===== config.mk =====
export PLATFORM = sky130hd
export DESIGN_NAME = alignment_record_cigar_flag_decoder
export DESIGN_NICKNAME = d
export VERILOG_FILES = /design/src/rtl/core/arcfd_pkg.sv /design/src/rtl/core/arcfd_front.sv /design/src/rtl/core/arcfd_queue.sv /design/src/rtl/core/arcfd_back.sv /design/src/rtl/core/alignment_record_cigar_flag_decoder.sv
export SDC_FILE = /design/constraint.sdc
export NUM_CORES = 1
export LEC_CHECK = 0
export BUFFER_PORTS_ARGS = -buffer_cell sky130_fd_sc_hd__buf_2
export CORE_MARGIN = 8
export CORE_UTILIZATION = 33
export CTS_CLUSTER_SIZE = 16
export DETAILED_ROUTE_END_ITERATION = 7
export PLACE_DENSITY = 0.6
export SLEW_MARGIN = 5
export SYNTH_ARGS = -nofsm -noshare
export SYNTH_HDL_FRONTEND = slang
export SYNTH_SLANG_ARGS = --single-unit

===== constraint.sdc =====
create_clock -name clk -period 15.7 [get_ports clk]
set_input_delay 3.14 -clock clk [delete_from_list [all_inputs] [get_ports clk]]
set_output_delay 3.14 -clock clk [all_outputs]
set_load 0.1 [all_outputs]

===== src/rtl/core/arcfd_pkg.sv =====
// ----------------------------------------------------------------------------
// arcfd_pkg
// Shared types and constants of the alignment record CIGAR and flag decoder.
// ----------------------------------------------------------------------------
package arcfd_pkg;

  localparam int CFG_IDX_W  = 4;
  localparam int CFG_DATA_W = 32;

  localparam logic [CFG_IDX_W-1:0] REG_MIN_INSERT_MAPQ = 4'd0;
  localparam logic [CFG_IDX_W-1:0] REG_MIN_CLIP_LEN    = 4'd1;

  localparam logic [7:0]  MIN_INSERT_MAPQ_RST = 8'd40;
  localparam logic [27:0] MIN_CLIP_LEN_RST    = 28'd1;

  localparam logic [3:0] OP_M  = 4'd0;
  localparam logic [3:0] OP_D  = 4'd2;
  localparam logic [3:0] OP_N  = 4'd3;
  localparam logic [3:0] OP_S  = 4'd4;
  localparam logic [3:0] OP_H  = 4'd5;
  localparam logic [3:0] OP_EQ = 4'd7;
  localparam logic [3:0] OP_X  = 4'd8;

  localparam int FLAG_PAIRED        = 0;
  localparam int FLAG_MATE_UNMAPPED = 3;
  localparam int FLAG_REVERSE       = 4;
  localparam int FLAG_READ1         = 6;
  localparam int FLAG_READ2         = 7;
  localparam int FLAG_SECONDARY     = 8;
  localparam int FLAG_QC_FAIL       = 9;
  localparam int FLAG_DUPLICATE     = 10;
  localparam int FLAG_SUPPLEMENTARY = 11;

  localparam logic [1:0] ROLE_NONE  = 2'd0;
  localparam logic [1:0] ROLE_READ1 = 2'd1;
  localparam logic [1:0] ROLE_READ2 = 2'd2;

  localparam logic [30:0] MAX31 = 31'h7FFF_FFFF;

  typedef struct packed {
    logic [27:0] len;
    logic        is_clip;
    logic        is_del;
    logic        is_ref;
    logic        first;
    logic        last;
    logic [30:0] begin_pos;
    logic [15:0] flags;
    logic [7:0]  mapq;
  } op_item_t;

  typedef struct packed {
    logic [30:0] ref_len;
    logic [27:0] left_clip;
    logic [27:0] right_clip;
    logic        del_seen;
    logic [27:0] del_len;
    logic [30:0] begin_pos;
    logic [15:0] flags;
    logic [7:0]  mapq;
  } read_sum_t;

  typedef struct packed {
    logic [31:0] end_pos;
    logic [30:0] ref_length;
    logic [27:0] left_clip;
    logic [27:0] right_clip;
    logic        has_deletion;
    logic [27:0] deletion_len;
    logic [1:0]  mate_role;
    logic [31:0] five_prime_pos;
    logic [31:0] three_prime_pos;
    logic        passes_insert;
    logic        passes_standard;
    logic        clipped_at_min;
  } result_t;

endpackage


===== src/rtl/core/arcfd_front.sv =====
// ----------------------------------------------------------------------------
// arcfd_front
// Input side: takes one CIGAR op beat, splits the word and classifies the op.
// ----------------------------------------------------------------------------
module arcfd_front import arcfd_pkg::*; (
  input  logic        in_valid,
  output logic        in_ready,
  input  logic [31:0] cigar_word,
  input  logic        has_op,
  input  logic        first_op,
  input  logic        last_op,
  input  logic [30:0] begin_pos,
  input  logic [15:0] flag_word,
  input  logic [7:0]  map_quality,
  input  logic        q_full,
  output logic        q_push,
  output op_item_t    q_item
);

  logic [3:0] code;

  assign code     = cigar_word[3:0];
  assign in_ready = !q_full;
  assign q_push   = in_valid && !q_full;

  always_comb begin
    q_item           = '0;
    q_item.len       = cigar_word[31:4];
    q_item.is_clip   = has_op && (code inside {OP_S, OP_H});
    q_item.is_del    = has_op && (code == OP_D);
    q_item.is_ref    = has_op && (code inside {OP_M, OP_D, OP_N, OP_EQ, OP_X});
    q_item.first     = first_op;
    q_item.last      = last_op;
    q_item.begin_pos = begin_pos;
    q_item.flags     = flag_word;
    q_item.mapq      = map_quality;
  end

endmodule


===== src/rtl/core/arcfd_queue.sv =====
// ----------------------------------------------------------------------------
// arcfd_queue
// Short queue of classified ops between the input side and the accumulator.
// ----------------------------------------------------------------------------
module arcfd_queue import arcfd_pkg::*; #(
  parameter int DEPTH = 2
) (
  input  logic     clk,
  input  logic     rst,
  input  logic     push,
  input  op_item_t wr_item,
  output logic     full,
  input  logic     pop,
  output logic     rd_valid,
  output op_item_t rd_item
);

  localparam int PTR_W = $clog2(DEPTH);
  localparam int CNT_W = $clog2(DEPTH + 1);

  op_item_t           mem [DEPTH];
  logic [PTR_W-1:0]   wptr;
  logic [PTR_W-1:0]   rptr;
  logic [CNT_W-1:0]   count;

  assign full     = (count == CNT_W'(DEPTH));
  assign rd_valid = (count != '0);
  assign rd_item  = mem[rptr];

  always_ff @(posedge clk) begin
    if (push) begin
      mem[wptr] <= wr_item;
    end
  end

  always_ff @(posedge clk) begin
    if (rst) begin
      wptr  <= '0;
      rptr  <= '0;
      count <= '0;
    end else begin
      if (push) begin
        wptr <= (wptr == PTR_W'(DEPTH - 1)) ? '0 : wptr + 1'b1;
      end
      if (pop) begin
        rptr <= (rptr == PTR_W'(DEPTH - 1)) ? '0 : rptr + 1'b1;
      end
      if (push && !pop) begin
        count <= count + 1'b1;
      end else if (pop && !push) begin
        count <= count - 1'b1;
      end
    end
  end

`ifndef SYNTHESIS
  a_count_bound: assert property (@(posedge clk) disable iff (rst)
    count <= CNT_W'(DEPTH))
    else $error("queue count above depth");

  a_count_up: assert property (@(posedge clk) disable iff (rst)
    (push && !pop) |=> (count == $past(count) + 1'b1))
    else $error("queue count did not advance on push");
`endif

endmodule


===== src/rtl/core/arcfd_back.sv =====
// ----------------------------------------------------------------------------
// arcfd_back
// Accumulator and result stages: sums reference op lengths per read, then computes
// the end position and filter verdicts into the output register.
// ----------------------------------------------------------------------------
module arcfd_back import arcfd_pkg::*; (
  input  logic        clk,
  input  logic        rst,
  input  logic        q_valid,
  input  op_item_t    q_item,
  output logic        q_pop,
  input  logic [7:0]  min_insert_mapq,
  input  logic [27:0] min_clip_len,
  output logic        out_valid,
  input  logic        out_ready,
  output result_t     res
);

  logic [30:0] acc;
  logic [27:0] left_clip;
  logic        del_seen;
  logic [27:0] del_len;

  logic [30:0] acc_base;
  logic [31:0] acc_sum;
  logic [30:0] acc_next;
  logic [27:0] left_clip_next;
  logic        del_seen_next;
  logic [27:0] del_len_next;
  logic [27:0] right_clip;

  logic        fin_valid;
  read_sum_t   fin;
  logic        s2_load;
  logic        fin_free;

  logic [31:0] sum;
  logic [31:0] sum_m1;
  logic [31:0] end_calc;
  logic        reverse;
  logic        standard;
  result_t     res_next;

  assign s2_load  = !out_valid || out_ready;
  assign fin_free = !fin_valid || s2_load;
  assign q_pop    = q_valid && (!q_item.last || fin_free);

  always_comb begin
    acc_base = q_item.first ? '0 : acc;
    acc_sum  = {1'b0, acc_base} + {4'b0, q_item.len};
    if (!q_item.is_ref) begin
      acc_next = acc_base;
    end else if (acc_sum[31]) begin
      acc_next = MAX31;
    end else begin
      acc_next = acc_sum[30:0];
    end
    left_clip_next = (q_item.first && q_item.is_clip) ? q_item.len :
                     (q_item.first ? '0 : left_clip);
    del_seen_next  = (q_item.first ? 1'b0 : del_seen) | q_item.is_del;
    del_len_next   = q_item.is_del ? q_item.len : (q_item.first ? '0 : del_len);
    right_clip     = (q_item.last && q_item.is_clip) ? q_item.len : '0;
  end

  always_ff @(posedge clk) begin
    if (rst) begin
      acc       <= '0;
      left_clip <= '0;
      del_seen  <= 1'b0;
      del_len   <= '0;
    end else if (q_pop) begin
      if (q_item.last) begin
        acc       <= '0;
        left_clip <= '0;
        del_seen  <= 1'b0;
        del_len   <= '0;
      end else begin
        acc       <= acc_next;
        left_clip <= left_clip_next;
        del_seen  <= del_seen_next;
        del_len   <= del_len_next;
      end
    end
  end

  always_ff @(posedge clk) begin
    if (rst) begin
      fin_valid <= 1'b0;
    end else if (q_pop && q_item.last) begin
      fin_valid <= 1'b1;
    end else if (s2_load) begin
      fin_valid <= 1'b0;
    end
  end

  always_ff @(posedge clk) begin
    if (q_pop && q_item.last) begin
      fin.ref_len    <= acc_next;
      fin.left_clip  <= left_clip_next;
      fin.right_clip <= right_clip;
      fin.del_seen   <= del_seen_next;
      fin.del_len    <= del_len_next;
      fin.begin_pos  <= q_item.begin_pos;
      fin.flags      <= q_item.flags;
      fin.mapq       <= q_item.mapq;
    end
  end

  always_comb begin
    sum    = {1'b0, fin.begin_pos} + {1'b0, fin.ref_len};
    sum_m1 = sum - 32'd1;
    if (sum == '0) begin
      end_calc = '1;
    end else if (sum_m1[31]) begin
      end_calc = {1'b0, MAX31};
    end else begin
      end_calc = sum_m1;
    end
    reverse  = fin.flags[FLAG_REVERSE];
    standard = !fin.flags[FLAG_MATE_UNMAPPED] && !fin.flags[FLAG_DUPLICATE] &&
               fin.flags[FLAG_PAIRED] && !fin.flags[FLAG_SECONDARY] &&
               !fin.flags[FLAG_SUPPLEMENTARY];

    res_next                 = '0;
    res_next.end_pos         = end_calc;
    res_next.ref_length      = fin.ref_len;
    res_next.left_clip       = fin.left_clip;
    res_next.right_clip      = fin.right_clip;
    res_next.has_deletion    = fin.del_seen;
    res_next.deletion_len    = fin.del_len;
    if (fin.flags[FLAG_READ1] && !fin.flags[FLAG_READ2]) begin
      res_next.mate_role = ROLE_READ1;
    end else if (fin.flags[FLAG_READ2] && !fin.flags[FLAG_READ1]) begin
      res_next.mate_role = ROLE_READ2;
    end else begin
      res_next.mate_role = ROLE_NONE;
    end
    res_next.five_prime_pos  = reverse ? end_calc : {1'b0, fin.begin_pos};
    res_next.three_prime_pos = reverse ? {1'b0, fin.begin_pos} : end_calc;
    res_next.passes_standard = standard;
    res_next.passes_insert   = standard && !fin.flags[FLAG_QC_FAIL] &&
                               (fin.left_clip == '0) && (fin.right_clip == '0) &&
                               !fin.del_seen && (fin.mapq >= min_insert_mapq);
    res_next.clipped_at_min  = (fin.left_clip >= min_clip_len) ||
                               (fin.right_clip >= min_clip_len);
  end

  always_ff @(posedge clk) begin
    if (rst) begin
      out_valid <= 1'b0;
    end else if (s2_load) begin
      out_valid <= fin_valid;
    end
  end

  always_ff @(posedge clk) begin
    if (s2_load && fin_valid) begin
      res <= res_next;
    end
  end

`ifndef SYNTHESIS
  a_fin_hold: assert property (@(posedge clk) disable iff (rst)
    (fin_valid && !s2_load) |=> fin_valid)
    else $error("read summary dropped while output stalled");

  a_last_to_fin: assert property (@(posedge clk) disable iff (rst)
    (q_pop && q_item.last) |=> fin_valid)
    else $error("last op did not produce a read summary");

  a_clear_after_read: assert property (@(posedge clk) disable iff (rst)
    (q_pop && q_item.last) |=> (acc == '0 && left_clip == '0 && !del_seen))
    else $error("accumulators not cleared after read");
`endif

endmodule


===== src/rtl/core/alignment_record_cigar_flag_decoder.sv =====
// ----------------------------------------------------------------------------
// alignment_record_cigar_flag_decoder
// Decodes the CIGAR ops and SAM flags of aligned reads into positions, clip
// and deletion lengths, mate role and filter verdicts.
// ----------------------------------------------------------------------------
// Usage:
//   Input channel (in_valid/in_ready): one CIGAR op per beat. Mark the first op
//   with first_op and the last with last_op; begin_pos, flag_word and
//   map_quality are taken from the last beat. A read with no ops is one beat
//   with has_op low and last_op high.
//   Output channel (out_valid/out_ready): one result beat per read.
//   Config channel (cfg_valid/cfg_ready): index 0 min_insert_mapq, index 1
//   min_clip_len; cfg_ready is always high. Write only while the block is idle.
// Throughput: one op per cycle unless the output stalls, set by the accumulator.
// Result path: the last op beat of a read passes the op queue, the read
//   summary stage and the result stage, each registered, to the output.
// Reset: rst clears the op queue, accumulators and output, and loads the
//   register defaults (40 and 1).
// Stall: the output register holds while out_ready is low; the read summary
//   stage and the op queue (QUEUE_DEPTH entries) fill, then in_ready drops.
// ----------------------------------------------------------------------------
module alignment_record_cigar_flag_decoder import arcfd_pkg::*; #(
  parameter int QUEUE_DEPTH = 2
) (
  input  logic                  clk,
  input  logic                  rst,
  input  logic                  in_valid,
  output logic                  in_ready,
  input  logic [31:0]           cigar_word,
  input  logic                  has_op,
  input  logic                  first_op,
  input  logic                  last_op,
  input  logic [30:0]           begin_pos,
  input  logic [15:0]           flag_word,
  input  logic [7:0]            map_quality,
  output logic                  out_valid,
  input  logic                  out_ready,
  output logic signed [31:0]    end_pos,
  output logic [30:0]           ref_length,
  output logic [27:0]           left_clip,
  output logic [27:0]           right_clip,
  output logic                  has_deletion,
  output logic [27:0]           deletion_len,
  output logic [1:0]            mate_role,
  output logic signed [31:0]    five_prime_pos,
  output logic signed [31:0]    three_prime_pos,
  output logic                  passes_insert,
  output logic                  passes_standard,
  output logic                  clipped_at_min,
  input  logic                  cfg_valid,
  output logic                  cfg_ready,
  input  logic [CFG_IDX_W-1:0]  cfg_index,
  input  logic [CFG_DATA_W-1:0] cfg_data
);

  logic [7:0]  min_insert_mapq;
  logic [27:0] min_clip_len;

  logic        q_full;
  logic        q_push;
  op_item_t    q_wr_item;
  logic        q_valid;
  op_item_t    q_rd_item;
  logic        q_pop;
  result_t     res;

  assign cfg_ready = 1'b1;

  always_ff @(posedge clk) begin
    if (rst) begin
      min_insert_mapq <= MIN_INSERT_MAPQ_RST;
      min_clip_len    <= MIN_CLIP_LEN_RST;
    end else if (cfg_valid && cfg_ready) begin
      case (cfg_index)
        REG_MIN_INSERT_MAPQ: min_insert_mapq <= cfg_data[7:0];
        REG_MIN_CLIP_LEN:    min_clip_len    <= cfg_data[27:0];
        default: ;
      endcase
    end
  end

  arcfd_front u_front (
    .in_valid    (in_valid),
    .in_ready    (in_ready),
    .cigar_word  (cigar_word),
    .has_op      (has_op),
    .first_op    (first_op),
    .last_op     (last_op),
    .begin_pos   (begin_pos),
    .flag_word   (flag_word),
    .map_quality (map_quality),
    .q_full      (q_full),
    .q_push      (q_push),
    .q_item      (q_wr_item)
  );

  arcfd_queue #(
    .DEPTH (QUEUE_DEPTH)
  ) u_queue (
    .clk      (clk),
    .rst      (rst),
    .push     (q_push),
    .wr_item  (q_wr_item),
    .full     (q_full),
    .pop      (q_pop),
    .rd_valid (q_valid),
    .rd_item  (q_rd_item)
  );

  arcfd_back u_back (
    .clk             (clk),
    .rst             (rst),
    .q_valid         (q_valid),
    .q_item          (q_rd_item),
    .q_pop           (q_pop),
    .min_insert_mapq (min_insert_mapq),
    .min_clip_len    (min_clip_len),
    .out_valid       (out_valid),
    .out_ready       (out_ready),
    .res             (res)
  );

  assign end_pos         = signed'(res.end_pos);
  assign ref_length      = res.ref_length;
  assign left_clip       = res.left_clip;
  assign right_clip      = res.right_clip;
  assign has_deletion    = res.has_deletion;
  assign deletion_len    = res.deletion_len;
  assign mate_role       = res.mate_role;
  assign five_prime_pos  = signed'(res.five_prime_pos);
  assign three_prime_pos = signed'(res.three_prime_pos);
  assign passes_insert   = res.passes_insert;
  assign passes_standard = res.passes_standard;
  assign clipped_at_min  = res.clipped_at_min;

endmodule


==> results by group <==
Worst hold path
  – Min-delay worst type: reg -> reg
  – WHS Endpoint: u_back.res[77]
  – WHS Path Cells: 0
  – Hold Crit Start: u_back.fin[63]

Global routing
  – Vias in the first global route: between 15000 and 20000
  – Gr usage total: 16.26%
  – Initial antenna violation count: 15
  – GR Util met1: 21.06%
  – M2 GR Usage: between 20% and 30%
  – Aggregate global routing overflow: 0
  – GR Util met3: under 10%
  – First-pass GRT wire length: 126400 um
  – Most used routing layer in global routing: met2
  – Largest net degree at the start of global routing: 77

Floorplan
  – Chip Height: approximately 320 um
  – Die ar.: approximately 0.10 mm^2
  – Die W: around 320 um
  – Floorplan row count: 110
  – # IOs: between 300 and 400
  – Initial Util: 33.36%
  – Core ar.: between 0.09 and 0.1 mm^2

Yosys
  – Mapped Nets: 2761
  – Largest family of logic cells by synthesized area: compound AO/OA/AOI/OAI gates
  – Post-synthesis compound-gate area fraction: 12.06%
  – Area share of and/or/nand/nor cells after synthesis: a little over a tenth
  – Synth Warn #: 0
  – Synth Instances: 2502
  – Distinct cells, synth: 79
  – Cell area after synthesis: 0.03007 mm^2
  – Synth Area in XOR/XNOR: roughly 1.9%
  – Adder-cell share of the synthesized area: approximately 5.4%
  – Yosys reg bits: around 670
  – EDFF count, synth: 543
  – Post-synthesis sequential area ratio: roughly 63%
  – Async set-reset flop share out of synthesis: 0%
  – Syn_area_per_cell: around 12 um^2
  – Fraction of synthesized area in multiplexers: ~3.6%
  – Top_reg_cell synth: edfxtp_1

Timing
  – Final worst setup slack: roughly 9700 ps
  – RSZ-0062 raised after global routing: no
  – Final setup violation count: 0
  – Fin Hold WS: around 410 ps
  – Tmin final: 6040 ps
  – Fmax: roughly 170 MHz
  – Rel. slew slack: a little under a quarter
  – Final Hold Vio Count: 0
  – Slew Limit Fails: 0
  – Clock Skew: 27.26 ps
  – Slew @ Worst Pin: approximately 1200 ps
  – Fin Setup TNS: 0 ps
  – Final worst path period share: roughly 38%

Placed design
  – Placer Congestion: about 0.88
  – DP Wirelength: 61230 um
  – IO Port Bufs: about 340
  – Dpl ws: around 9500 ps
  – Dpl cells: roughly 4000
  – Post-DP Area: ~0.033 mm^2

Clocking
  – CTS HTree Levels: 3
  – TritonCTS Sinks: roughly 670
  – Clock buffer depth: 3
  – Worst-Skew Late Latency: 620 ps
  – TritonCTS clock tree: yes
  – Clock root buffer: clkbuf_16
  – CTS clk-pin slew, worst paths: 60 ps
  – Hold_buf cts: 0
  – Num CTS Buffers: 73
  – Postcts setup bufs: 0
  – Post-CTS sizing: 0

Critical path
  – Crit start category: register
  – Crit path cell chain: buf_4 > mux2i_4 > buf_4 > and2_1 > ha_1 > nor2b_1 > o21ai_0 > a21boi_0 > o41a_1 > o41ai_1 > o31a_1 > o31ai_1 > a21o_1 > and2_1 > a311oi_1
  – Slowest stage delay, CP: approximately 1000 ps
  – Critical Path Fanout Max: between 50 and 60
  – FF-to-FF path depth: 15
  – Reg-to-reg slack, setup: roughly 9700 ps
  – Slowest cell on crit path: dfxtp_4
  – Worst EP arrival: ~6400 ps
  – Cell family with most CP delay: compound AO/OA/AOI/OAI gates
  – Worst Path Required: ~16000 ps
  – Reg-to-reg endpoint: u_back.fin[170]
  – Worst Path Buf+Inv: 2
  – CP endpoint kind: register
  – CP Class: reg -> reg

Finish
  – Layout cells sized above 1: just under 20%
  – Design Area, Final: 0.03557 mm^2
  – Nets: 3095
  – Layout Utilization: roughly 39%
  – Layout Cells excl Fill: just over 4000
  – Area grow syn2layout: 18.28%

Pwr
  – Sw Ratio: roughly 42%
  – Combinational share of power: between 30% and 40%
  – Net Sw Power: approximately 3.1 mW
  – Internal: 4.342 mW
  – Clock group share of total power: a little under a quarter
  – PwrDens: ~210 mW/mm^2
  – Lkg Pwr: between 10 and 15 nW
  – Sequential Power Share: 36.8%
  – Design Power: 7.490 mW
  – IR Drop Worst-Case VDD: 0.0001261 V

Route
  – Via count: about 21000
  – DR DRC count: 0
  – Routed Wire Length: approximately 86000 um
  – Drt via density: 5.079
  – Post-route ant nets: 0
  – WL/cell: ~21 um
  – Pre-antenna DRT Iters: 7
  – Iter 0 DRT Violations: between 1500 and 2000

Run status
  – Status: completed

Run
  – Max-Cap Viols: 0
[how the worst max path moves through the flow]
stage / startpoint / endpoint / slack (ps) / cells past startpoint
6_report: register / u_back.fin[170] / 9660 / 15
5_1_grt: register / u_back.fin[170] / 9210 / 15
4_1_cts: register / u_back.fin[170] / 9580 / 15
3_5_place_dp: out_ready / u_back.res[71] / 9470 / 5
3_3_place_gp: out_ready / u_back.res[80] / 9470 / 5
2_1_floorplan: out_ready / u_back.res[0] / 2100 / 2
[sequential cells by signal, indices dropped and copies added, names as in the netlist, named ones only]
signal	count
u_back.fin_valid	1
u_back.del_len	28
u_queue.mem	162
u_queue.wptr	1
u_back.del_seen	1
u_back.acc	31
u_back.res	217
u_back.out_valid	1
min_insert_mapq	8
min_clip_len	28
u_back.fin	164
u_queue.rptr	1
u_back.left_clip	28
u_queue.count	2
[area by class of cell]
cell class                      instances  area [um^2]
Fill cell                            8554        54580
Sequential cell                       674        18930
Multi-Input combinational cell       1586        10280
Clock buffer                           92         1992
Timing Repair Buffer                  369         1927
Tap cell                             1176         1471
Inverter                              132        495.5
Clock inverter                         41        464.2
Antenna cell                            4        10.01
[power groups by stage]
stage | logic [mW] | clock network, mW | registers [mW]
finish | 2.96 | 1.77 | 2.76
global route | 3.22 | 1.87 | 2.79
CTS | 2.97 | 1.81 | 2.77
detailed placement | 2.96 | 0 | 2.80
global placement | 2.94 | 0 | 2.80
floorplan | 1.63 | 0 | 3.35
[cell usage in the layout (no fill, tap or decap), drive strengths merged, types with 23 or more instances in the layout]
cell type  count
a21o          59
clkbuf        92
nand2        285
and2          25
mux2          54
o21ai        119
a21oi        108
nand4         31
clkinv        24
edfxtp       543
nor2         243
dfxtp        131
ha           126
mux2i         47
o31ai         30
nand3         26
buf          369
a22oi         58
xnor2         44
inv          139
a31oi         55
nor4          23
[synthesized netlist by cell type (7+ instances only)]
cell type / number / share of area, %
nor4_1: 23 / 0.48
a21o_1: 59 / 1.5
xnor2_1: 44 / 1.3
inv_1: 131 / 1.6
and3_1: 11 / 0.23
ha_1: 126 / 5.2
nand3_1: 26 / 0.43
nor2_1: 243 / 3.0
nor3_1: 19 / 0.32
buf_1: 13 / 0.16
o21bai_1: 10 / 0.25
o211ai_1: 14 / 0.35
or3_1: 18 / 0.37
a31oi_1: 55 / 1.1
nand4_1: 31 / 0.64
o21ai_0: 117 / 1.9
edfxtp_1: 543 / 54
o21a_1: 17 / 0.42
nor2b_1: 18 / 0.37
nand2_1: 285 / 3.6
and2_1: 25 / 0.52
xor2_1: 21 / 0.61
buf_2: 7 / 0.12
a21oi_1: 108 / 1.8
clkbuf_1: 86 / 1.1
dfxtp_1: 131 / 8.7
mux2_2: 54 / 2.0
o31ai_1: 29 / 0.72
a211oi_1: 11 / 0.27
mux2i_1: 46 / 1.5
nand2b_1: 21 / 0.44
a22oi_1: 57 / 1.4
[layer usage]
layer	part of all wire, %	up-vias
li1	-	9907
met1	43	10030
met2	47	608
met3	6.7	129
met4	2.6	14
met5	0.11	-
[logic make-up after synthesis]
family	count (synthesis)
AOI/OAI and AO/OA	551
buffers and inverters	242
and+or+nand+nor	740
adders and majority gates	128
DFF	674
other	1
muxes	101
xor gates and xnor gates	65
Power figures use the tool's default switching activity.
